## src/hdl/ckl_pkg.sv

```systemverilog
// ----------------------------------------------------------------------------
// ckl_pkg: circular key list shared definitions
// Sizes, operation and status codes, and the request and response structs.
// ----------------------------------------------------------------------------
package ckl_pkg;

  localparam int CAPACITY = 64;
  localparam int ADDR_W   = (CAPACITY > 1) ? $clog2(CAPACITY) : 1;
  localparam int CNT_W    = $clog2(CAPACITY + 1);
  localparam int KEY_W    = 32;

  localparam logic [1:0] OP_INSERT = 2'd0;
  localparam logic [1:0] OP_SEARCH = 2'd1;
  localparam logic [1:0] OP_REMOVE = 2'd2;

  localparam logic [1:0] ST_OK      = 2'd0;
  localparam logic [1:0] ST_MISSING = 2'd1;
  localparam logic [1:0] ST_FULL    = 2'd2;

  typedef struct packed {
    logic [1:0]              func;
    logic signed [KEY_W-1:0] key;
  } req_t;

  typedef struct packed {
    logic [1:0] status;
    logic       found;
    logic [5:0] position;
    logic [6:0] entry_count;
  } rsp_t;

endpackage

```

## src/hdl/circular_key_list.sv

```systemverilog
// ----------------------------------------------------------------------------
// circular_key_list: ordered list of signed 32-bit keys
// Insert at tail, search for first match, remove first match keeping order.
//
// Requests enter on req/req_valid/req_stall, one response per request leaves
// on rsp/rsp_valid/rsp_stall. A transfer happens when valid is high and stall
// is low. req_stall is high while a request is being worked on; one request
// is handled at a time.
// Insert and unknown codes go straight to the done state. Search walks the key
// memory one read per cycle. Remove adds a shift of the later keys, one read
// and one write per cycle.
// The single read port of the key memory sets this pace.
// The response sits in an output register; a new request is taken while it
// waits, but its own response is held back until the register is freed.
// Reset (rst, synchronous) empties the list; the key memory is not cleared.
// ----------------------------------------------------------------------------
module circular_key_list (
  input  logic          clk,
  input  logic          rst,
  input  logic          req_valid,
  output logic          req_stall,
  input  ckl_pkg::req_t req,
  output logic          rsp_valid,
  input  logic          rsp_stall,
  output ckl_pkg::rsp_t rsp
);

  typedef enum logic [1:0] {
    S_IDLE,
    S_SCAN,
    S_SHIFT,
    S_DONE
  } state_t;

  state_t                            state;
  logic [ckl_pkg::CNT_W-1:0]         count;
  logic [1:0]                        op;
  logic signed [ckl_pkg::KEY_W-1:0]  key;
  logic [1:0]                        status;
  logic                              hit;
  logic [ckl_pkg::ADDR_W-1:0]        pos;
  logic [ckl_pkg::CNT_W-1:0]         issue_idx;
  logic                              pend;
  logic [ckl_pkg::ADDR_W-1:0]        pend_idx;

  logic                              ram_we;
  logic [ckl_pkg::ADDR_W-1:0]        ram_waddr;
  logic [ckl_pkg::KEY_W-1:0]         ram_wdata;
  logic [ckl_pkg::KEY_W-1:0]         ram_rdata;

  logic                              accept;
  logic                              full;
  logic                              out_free;
  logic                              issue_ok;

  assign req_stall = (state != S_IDLE);
  assign accept    = req_valid && !req_stall;
  assign full      = (count >= ckl_pkg::CNT_W'(ckl_pkg::CAPACITY));
  assign out_free  = !rsp_valid || !rsp_stall;
  assign issue_ok  = (issue_idx < count);

  always_comb begin
    ram_we    = 1'b0;
    ram_waddr = pend_idx;
    ram_wdata = ram_rdata;
    case (state)
      S_IDLE: begin
        ram_we    = accept && (req.func == ckl_pkg::OP_INSERT) && !full;
        ram_waddr = count[ckl_pkg::ADDR_W-1:0];
        ram_wdata = req.key;
      end
      S_SHIFT: begin
        ram_we = pend;
      end
      default: begin
        ram_we = 1'b0;
      end
    endcase
  end

  ckl_ram #(
    .DEPTH (ckl_pkg::CAPACITY),
    .WIDTH (ckl_pkg::KEY_W)
  ) u_ram (
    .clk   (clk),
    .we    (ram_we),
    .waddr (ram_waddr),
    .wdata (ram_wdata),
    .raddr (issue_idx[ckl_pkg::ADDR_W-1:0]),
    .rdata (ram_rdata)
  );

  always_ff @(posedge clk) begin
    if (rst) begin
      state     <= S_IDLE;
      count     <= '0;
      rsp_valid <= 1'b0;
      pend      <= 1'b0;
    end else begin
      if (rsp_valid && !rsp_stall && (state != S_DONE)) begin
        rsp_valid <= 1'b0;
      end
      case (state)
        S_IDLE: begin
          if (accept) begin
            op        <= req.func;
            key       <= req.key;
            status    <= (req.func == ckl_pkg::OP_INSERT && full) ?
                         ckl_pkg::ST_FULL : ckl_pkg::ST_OK;
            hit       <= 1'b0;
            pos       <= '0;
            issue_idx <= '0;
            pend      <= 1'b0;
            if (req.func == ckl_pkg::OP_INSERT) begin
              if (!full) begin
                count <= count + 1'b1;
              end
              state <= S_DONE;
            end else if (req.func == ckl_pkg::OP_SEARCH ||
                         req.func == ckl_pkg::OP_REMOVE) begin
              state <= S_SCAN;
            end else begin
              state <= S_DONE;
            end
          end
        end
        S_SCAN: begin
          if (pend && (ram_rdata == key)) begin
            hit <= 1'b1;
            pos <= pend_idx;
            if (op == ckl_pkg::OP_REMOVE) begin
              issue_idx <= ckl_pkg::CNT_W'(pend_idx) + 1'b1;
              pend      <= 1'b0;
              state     <= S_SHIFT;
            end else begin
              state <= S_DONE;
            end
          end else if (issue_ok) begin
            pend      <= 1'b1;
            pend_idx  <= issue_idx[ckl_pkg::ADDR_W-1:0];
            issue_idx <= issue_idx + 1'b1;
          end else if (pend) begin
            pend <= 1'b0;
          end else begin
            status <= ckl_pkg::ST_MISSING;
            state  <= S_DONE;
          end
        end
        S_SHIFT: begin
          // read at issue_idx, write one place lower on the next cycle
          if (issue_ok) begin
            pend      <= 1'b1;
            pend_idx  <= ckl_pkg::ADDR_W'(issue_idx - 1'b1);
            issue_idx <= issue_idx + 1'b1;
          end else if (pend) begin
            pend <= 1'b0;
          end else begin
            count <= count - 1'b1;
            state <= S_DONE;
          end
        end
        S_DONE: begin
          if (out_free) begin
            rsp_valid       <= 1'b1;
            rsp.status      <= status;
            rsp.found       <= hit;
            rsp.position    <= 6'(pos);
            rsp.entry_count <= 7'(count);
            state           <= S_IDLE;
          end
        end
        default: begin
          state <= S_IDLE;
        end
      endcase
    end
  end

  a_count_bound: assert property (@(posedge clk) disable iff (rst)
    count <= ckl_pkg::CNT_W'(ckl_pkg::CAPACITY))
    else $error("entry count above capacity");

  a_count_step: assert property (@(posedge clk) disable iff (rst)
    !$past(rst) && !$stable(count) |->
      (count == $past(count) + 1'b1) || (count == $past(count) - 1'b1))
    else $error("entry count moved by more than one");

  a_scan_range: assert property (@(posedge clk) disable iff (rst)
    (state == S_SCAN) && pend |-> ckl_pkg::CNT_W'(pend_idx) < count)
    else $error("compare outside held entries");

  a_full_status: assert property (@(posedge clk) disable iff (rst)
    $rose(rsp_valid) && (rsp.status == ckl_pkg::ST_FULL) |->
      count == ckl_pkg::CNT_W'(ckl_pkg::CAPACITY))
    else $error("full reported while space is left");

  a_found_ok: assert property (@(posedge clk) disable iff (rst)
    rsp_valid && rsp.found |-> rsp.status == ckl_pkg::ST_OK)
    else $error("match reported with error status");

endmodule

```

## src/hdl/ckl_ram.sv

```systemverilog
// ----------------------------------------------------------------------------
// ckl_ram: simple dual-port key memory
// One write port, one read port with registered read data.
// ----------------------------------------------------------------------------
module ckl_ram #(
  parameter int DEPTH = 64,
  parameter int WIDTH = 32
) (
  input  logic                                          clk,
  input  logic                                          we,
  input  logic [((DEPTH > 1) ? $clog2(DEPTH) : 1)-1:0]  waddr,
  input  logic [WIDTH-1:0]                              wdata,
  input  logic [((DEPTH > 1) ? $clog2(DEPTH) : 1)-1:0]  raddr,
  output logic [WIDTH-1:0]                              rdata
);

  logic [WIDTH-1:0] mem [DEPTH];

  always_ff @(posedge clk) begin
    if (we) begin
      mem[waddr] <= wdata;
    end
    rdata <= mem[raddr];
  end

endmodule

```

## config.mk

```make
export PLATFORM = sky130hd
export DESIGN_NAME = circular_key_list
export DESIGN_NICKNAME = d
export VERILOG_FILES = /design/src/hdl/ckl_pkg.sv /design/src/hdl/circular_key_list.sv /design/src/hdl/ckl_ram.sv
export SDC_FILE = /design/constraint.sdc
export NUM_CORES = 2
export LEC_CHECK = 0
export BUFFER_PORTS_ARGS = -buffer_cell sky130_fd_sc_hd__buf_4
export CAP_MARGIN = 0
export CORE_MARGIN = 2
export CORE_UTILIZATION = 37
export DETAILED_ROUTE_END_ITERATION = 8
export SYNTH_ARGS = -nofsm -noshare
export SYNTH_HDL_FRONTEND = slang
export SYNTH_SLANG_ARGS = --single-unit
```

## constraint.sdc

```tcl
create_clock -name clk -period 6 [get_ports clk]
set_clock_uncertainty 0.15 [all_clocks]
set_input_delay 1.2 -clock clk [delete_from_list [all_inputs] [get_ports clk]]
set_output_delay 1.2 -clock clk [all_outputs]
set_load 0.1 [all_outputs]
```

# Yosys cells after proc, flatten, opt, wreduce, memory -nomap -nowiden
# Memory sizes are Yosys's and may differ from the RTL's. A register that Yosys moved wholly into a read port is not among the register bits.
# Cells that the tools add are included.
# word_totals
ff_bits	83
mem_bits_rw	2048
in_bits	38
out_inout_bits	18
memories	1
# op_classes
add_sub_neg	5
order_cmp	2
n_eq_ne	21
mux	48
bitwise	1
n_reduce_logical	29
# mem_list
memory	depth	width	rd	rd_ports_with_merged_regs	wr	line	source
u_ram.mem	64	32	1	1	1	ckl_ram.sv:17	logic [WIDTH-1:0] mem [DEPTH];
# op_table
cell	n
7-bit 2-to-1 mux	9
6-bit 2-to-1 mux	6
32-bit == test	1
32-bit 2-to-1 mux	1
2-bit inequality test (second input constant)	13
2-bit 2-to-1 mux	12
6-bit one-hot mux with 2 select lines	2
7-bit one-hot mux with 3 select lines	1
7-bit by 1-bit adder with 7-bit output (second input constant)	2
7-bit one-hot mux with 2 select lines	1
6-bit AND reduction	2
1-bit 2-to-1 mux	11
3-bit AND reduction	3
2-bit == test (second input constant)	4
2-bit one-hot mux with 4 select lines	1
4-bit AND reduction	2
2-bit nonzero test	4
6-bit by 1-bit adder with 7-bit output (second input constant)	1
7-bit >= comparator (second input constant)	1
1-bit logical AND	7
7-bit less-than comparator	1
7-bit by 1-bit subtractor with 7-bit output (second input constant)	1
6-bit by 1-bit subtractor with 6-bit output (second input constant)	1
5-bit AND reduction	1
other kinds (11)	18

# Longest topological paths before layout
# depth
word_depth	8
mapped_depth	10

# By module
# A second synthesis with hierarchy kept.
# unflattened
cells_unflattened	3711
area_unflattened_um2	83129.7
# modules_own_cells
mod	n_inst	cells_per_inst	area_per_inst_um2
ckl_ram	1	3324	78519.1
circular_key_list	1	387	4610.7

# Worst setup path before layout
# Ideal clock, no wire load.
# synth_path
kind	input to register
start	in req[32] (netlist bit)
end	mem u_ram.mem[10][0], enable pin
arrival_ns	3.506
required_time_ns	5.429
setup_slack_ns	1.923
cell_stages	7
n_path_buf	0
path_cell_list	inv_1 > ha_1 > nor3b_1 > a21oi_1 > nor2_1 > nand2_1 > nor2_1
# synth_between
elab_chain_len	6
# synth_lines
element	line	source
start: declaration	circular_key_list.sv:22	input ckl_pkg::req_t req,
2-bit zero test	circular_key_list.sv:68	ram_we = accept && (req.func == ckl_pkg::OP_INSERT) && !full;
1-bit logical AND (2 in series)	circular_key_list.sv:68	
1-bit one-hot mux with 2 select lines	circular_key_list.sv:66	case (state)
1-bit 2-to-1 mux	ckl_ram.sv:20	if (we) begin
1-bit 2-to-1 mux (implied by the code)	ckl_ram.sv:21	mem[waddr] <= wdata;
end: declaration	ckl_ram.sv:17	
# Every way passes these cells.

# Worst setup path after layout
# layout_path
start	reg state[1]
end	mem u_ram.mem[1][25], enable pin
# layout_between
elab_chain_len	8
# layout_lines
element	line	source
start: declaration	circular_key_list.sv:35	state_t state;
start signal: assignment	circular_key_list.sv:95	state <= S_IDLE;
start signal: assignment	circular_key_list.sv:118	state <= S_DONE;
start signal: assignment	circular_key_list.sv:121	state <= S_SCAN;
2-bit nonzero test	circular_key_list.sv:56	assign req_stall = (state != S_IDLE);
1-bit zero test	circular_key_list.sv:57	assign accept = req_valid && !req_stall;
1-bit logical AND	circular_key_list.sv:57	
1-bit logical AND (2 in series)	circular_key_list.sv:68	
1-bit one-hot mux with 2 select lines	circular_key_list.sv:66	
1-bit 2-to-1 mux	ckl_ram.sv:20	
1-bit 2-to-1 mux (implied by the code)	ckl_ram.sv:21	
# Parallel ways exist; a longest one is shown, timed or not.

==> reports/results.ini <==
[logic_synthesis]
ys_top_cells_by_area=edfxtp_1 77%, mux4_2 16%, dfxtp_1 1.0%
synth_top_cell_by_area=edfxtp_1
synth_compound_area_share_pct=1.45
muxShareOfSynthArea_pct=17.6
synth_commonest_cells=2120 x edfxtp_1, 606 x mux4_2, 109 x nor2_1
yosys.cell_types.count=53
yosys_warnings=0
synth_top_cell_area_share_pct=76.6
ys_ff_latch=2163
synth_cells=3564
syn_nets=3623
synth-seq-area-share_pct=77.7
synthSimpleGateAreaFrac_pct=1.35
avgSynthCellArea_um2=23.3
synth_top_flop_cell=edfxtp_1
async_flop_share_pct=0
synth.most_common_cell=edfxtp_1
synthXorXnorAreaFrac_pct=0.506
synthAdderAreaFrac_pct=0.325
synth_edf_count=2120
synth_top_family_by_area=multiplexers
syn-cell-area_mm2=0.0831

[flow_run]
maxCapViolCount=0

[timing]
final-hold-violation-count=0
post-route-min-period_ns=4.47
fin_crit_sh_pct=74.5
setup_violations=0
max_freq_mhz=224
max_slew.worst_pin.slew_ns=1.10
drv_slew=0
fin_setup_tns_ns=0
hold_ws_ns=0.261
max_slew_margin_pct=26.5
rsz0062_at_grt=no

[routing]
wl_per_cell_um=30.9
via_per_inst=5.57
antenna_left=0
drt-total-wl_um=215000
post-route-drc-count=0
drtIter0Drc=5289
num_vias=38700
dr.pass1.iters=5

[clocking]
cts_tree=yes
clk_pin_slew_ns=0.06
cts_hold_buf=0
cts_max_path_buffers=3
cts-htree-levels=4
cts_sinks=2163
ctsResizeCount=0
cts_root_buf=clkbuf_16
post-cts-setup-buffers=0
cts_made_buffers=202
clock_latency_ns=0.83

[pwr]
switching_share_pct=31.9
peakVddDrop_v=0.000447
p_seq_share_pct=43.7
combPwrFrac_pct=27.9
p_leak_nw=29.2
power_w=0.0453
p_switching_w=0.0145
power_frac_clock_pct=28.4
power_density_mw_per_mm2=476
p_int_w=0.0308

[critical_path]
crit_type=flop to flop
worst_path_largest_cell_delay_ns=0.84
crit_chain=inv_1 > ha_2 > buf_4 > mux2i_1 > nand2_1 > nor2_4 > buf_4
end_kind=flop
worstPathMaxFanout=26
crit_top_cell=buf_4
ff2ff_setup_slack_ns=1.53
startpoint_type=flop
cp.required_ns=6.37
arrival_ns=4.85
worstRegToRegCells=7
timing.rr.end=u_ram.mem[1][25]$_DFFE_PP_
crit_slowest_cell=mux2i_1
r2r-start=state[1]$_SDFFE_PP0P_

[floorplanning]
die_area_mm2=0.228
start_util_pct=37.3
core_area_mm2=0.223
die_y_um=478
pin_count=56
fp.dieW_um=478
core.rowCount=173

[worst_hold_path]
holdPathEnd=rsp[7]$_DFFE_PP_
min_from=pos[0]$_SDFFCE_PN0P_
hold_depth=0
hold_class=flop to flop

[global_route]
antenna_found_initial=10
grt_usage_pct=18.6
grt_pass1_wl_um=301000
overflow=0
grt_max_degree=114
grt_pass1_vias=38400

[placement]
numPortBuffers=55
globalplace.congestion=0.865
hpwlAfterDp_um=133000

[layout]
fill_cells=18900
drive_gt1_share_pct=30.6
area_delta_synth_final_pct=14.4
fin_nets=3847

[run_status]
outcome=finished, final reports clean

[registers in the layout (all words and copies together), names as in the netlist]
name         cells
u_ram.mem     2048
pend             1
count            7
key             32
hit              1
state            2
rsp             16
status           2
issue_idx        7
rsp_valid        1
pos              6
u_ram.rdata     32
pend_idx         6
op               2
[kinds of logic after synthesis]
family          Yosys count
flops                  2163
mux                     699
simple gates            247
buf+inv                 204
compound gates          182
xor+xnor                 48
fa+ha+maj                21
[layout make-up]
| cell class | instances | area [um^2] | share of cell area (%) |
|---|---|---|---|
| flip-flops and latches | 2163 | 64500 | 67.9 |
| multi-input cells | 1197 | 18300 | 19.2 |
| clock buffers | 267 | 5400 | 5.68 |
| well taps | 2975 | 3720 | 3.92 |
| repair buffers | 204 | 1820 | 1.91 |
| clock inverters | 113 | 1190 | 1.26 |
| inverters | 20 | 75.1 | 0.0790 |
| diodes | 8 | 20.0 | 0.0211 |
[power groups by stage]
stage	sequential (W)	combinational [W]	clock (W)
global route	0.0198	0.0132	0.0136
floorplan	0.0200	0.00698	0
finish	0.0198	0.0126	0.0128
global placement	0.0201	0.0126	0
CTS	0.0198	0.0128	0.0131
detailed placement	0.0201	0.0128	0
[cell usage in the layout, fill, tap and decap left out, types with 15 or more instances in the layout]
| master | Yosys | routed |
|---|---|---|
| a211oi_1 | 19 | 18 |
| a21oi_1 | 38 | 38 |
| buf_12 | 0 | 23 |
| buf_4 | 14 | 181 |
| bufinv_16 | 0 | 22 |
| clkbuf_1 | 92 | 56 |
| clkbuf_16 | 0 | 203 |
| clkinv_1 | 0 | 36 |
| clkinv_2 | 0 | 37 |
| dfxtp_1 | 43 | 43 |
| edfxtp_1 | 2120 | 2120 |
| ha_1 | 20 | 19 |
| inv_1 | 20 | 20 |
| mux2_4 | 0 | 30 |
| mux2i_1 | 53 | 53 |
| mux4_2 | 606 | 606 |
| nand2_1 | 53 | 53 |
| nand3_1 | 15 | 15 |
| nor2_1 | 109 | 44 |
| nor2_4 | 0 | 65 |
| o21ai_0 | 16 | 16 |
| o22ai_1 | 38 | 38 |
| xor2_1 | 35 | 35 |
[layer usage]
metal | vias up | routed length, um | GRT usage (%)
met3 | 272 | 16800 | 3.39
li1 | 15700 | - | -
met2 | 1753 | 104000 | 29.7
met1 | 21000 | 86200 | 25.7
met5 | - | 13 | 0
met4 | 2 | 7440 | 6.50
[metrics by stage]
step / setup WS [ns] / utilization (%) / cell area [um^2] / std cells
3_3_place_gp: 1.24 / 39.7 / 88400 / 6559
3_5_place_dp: 1.25 / 39.7 / 88400 / 6559
4_1_cts: 1.65 / 42.6 / 95000 / 6939
2_1_floorplan: 1.92 / - / 83100 / 3564
6_report: 1.53 / 42.7 / 95000 / 6947
5_1_grt: 1.41 / 42.7 / 95000 / 6942
[critical path: cells and delay by family (launching register included)]
kind,cells,cell delay [ns]
fa+ha+maj,1,0.35
simple gates,2,1.45
mux,1,0.84
flops,1,0.36
buf+inv,3,0.98
[worst max-delay path by stage]
stage                     cells past startpoint                           to             startpoint
after global routing                          7   u_ram.mem[6][23]$_DFFE_PP_  state[1]$_SDFFE_PP0P_
after CTS                                     7   u_ram.mem[6][23]$_DFFE_PP_  state[1]$_SDFFE_PP0P_
final                                         7   u_ram.mem[1][25]$_DFFE_PP_  state[1]$_SDFFE_PP0P_
after global placement                        9  u_ram.mem[27][20]$_DFFE_PP_                req[32]
after floorplan                               7   u_ram.mem[10][0]$_DFFE_PP_                req[32]
after detailed placement                      9  u_ram.mem[61][16]$_DFFE_PP_                req[32]
Note: power is estimated with default switching activity, not from simulation.
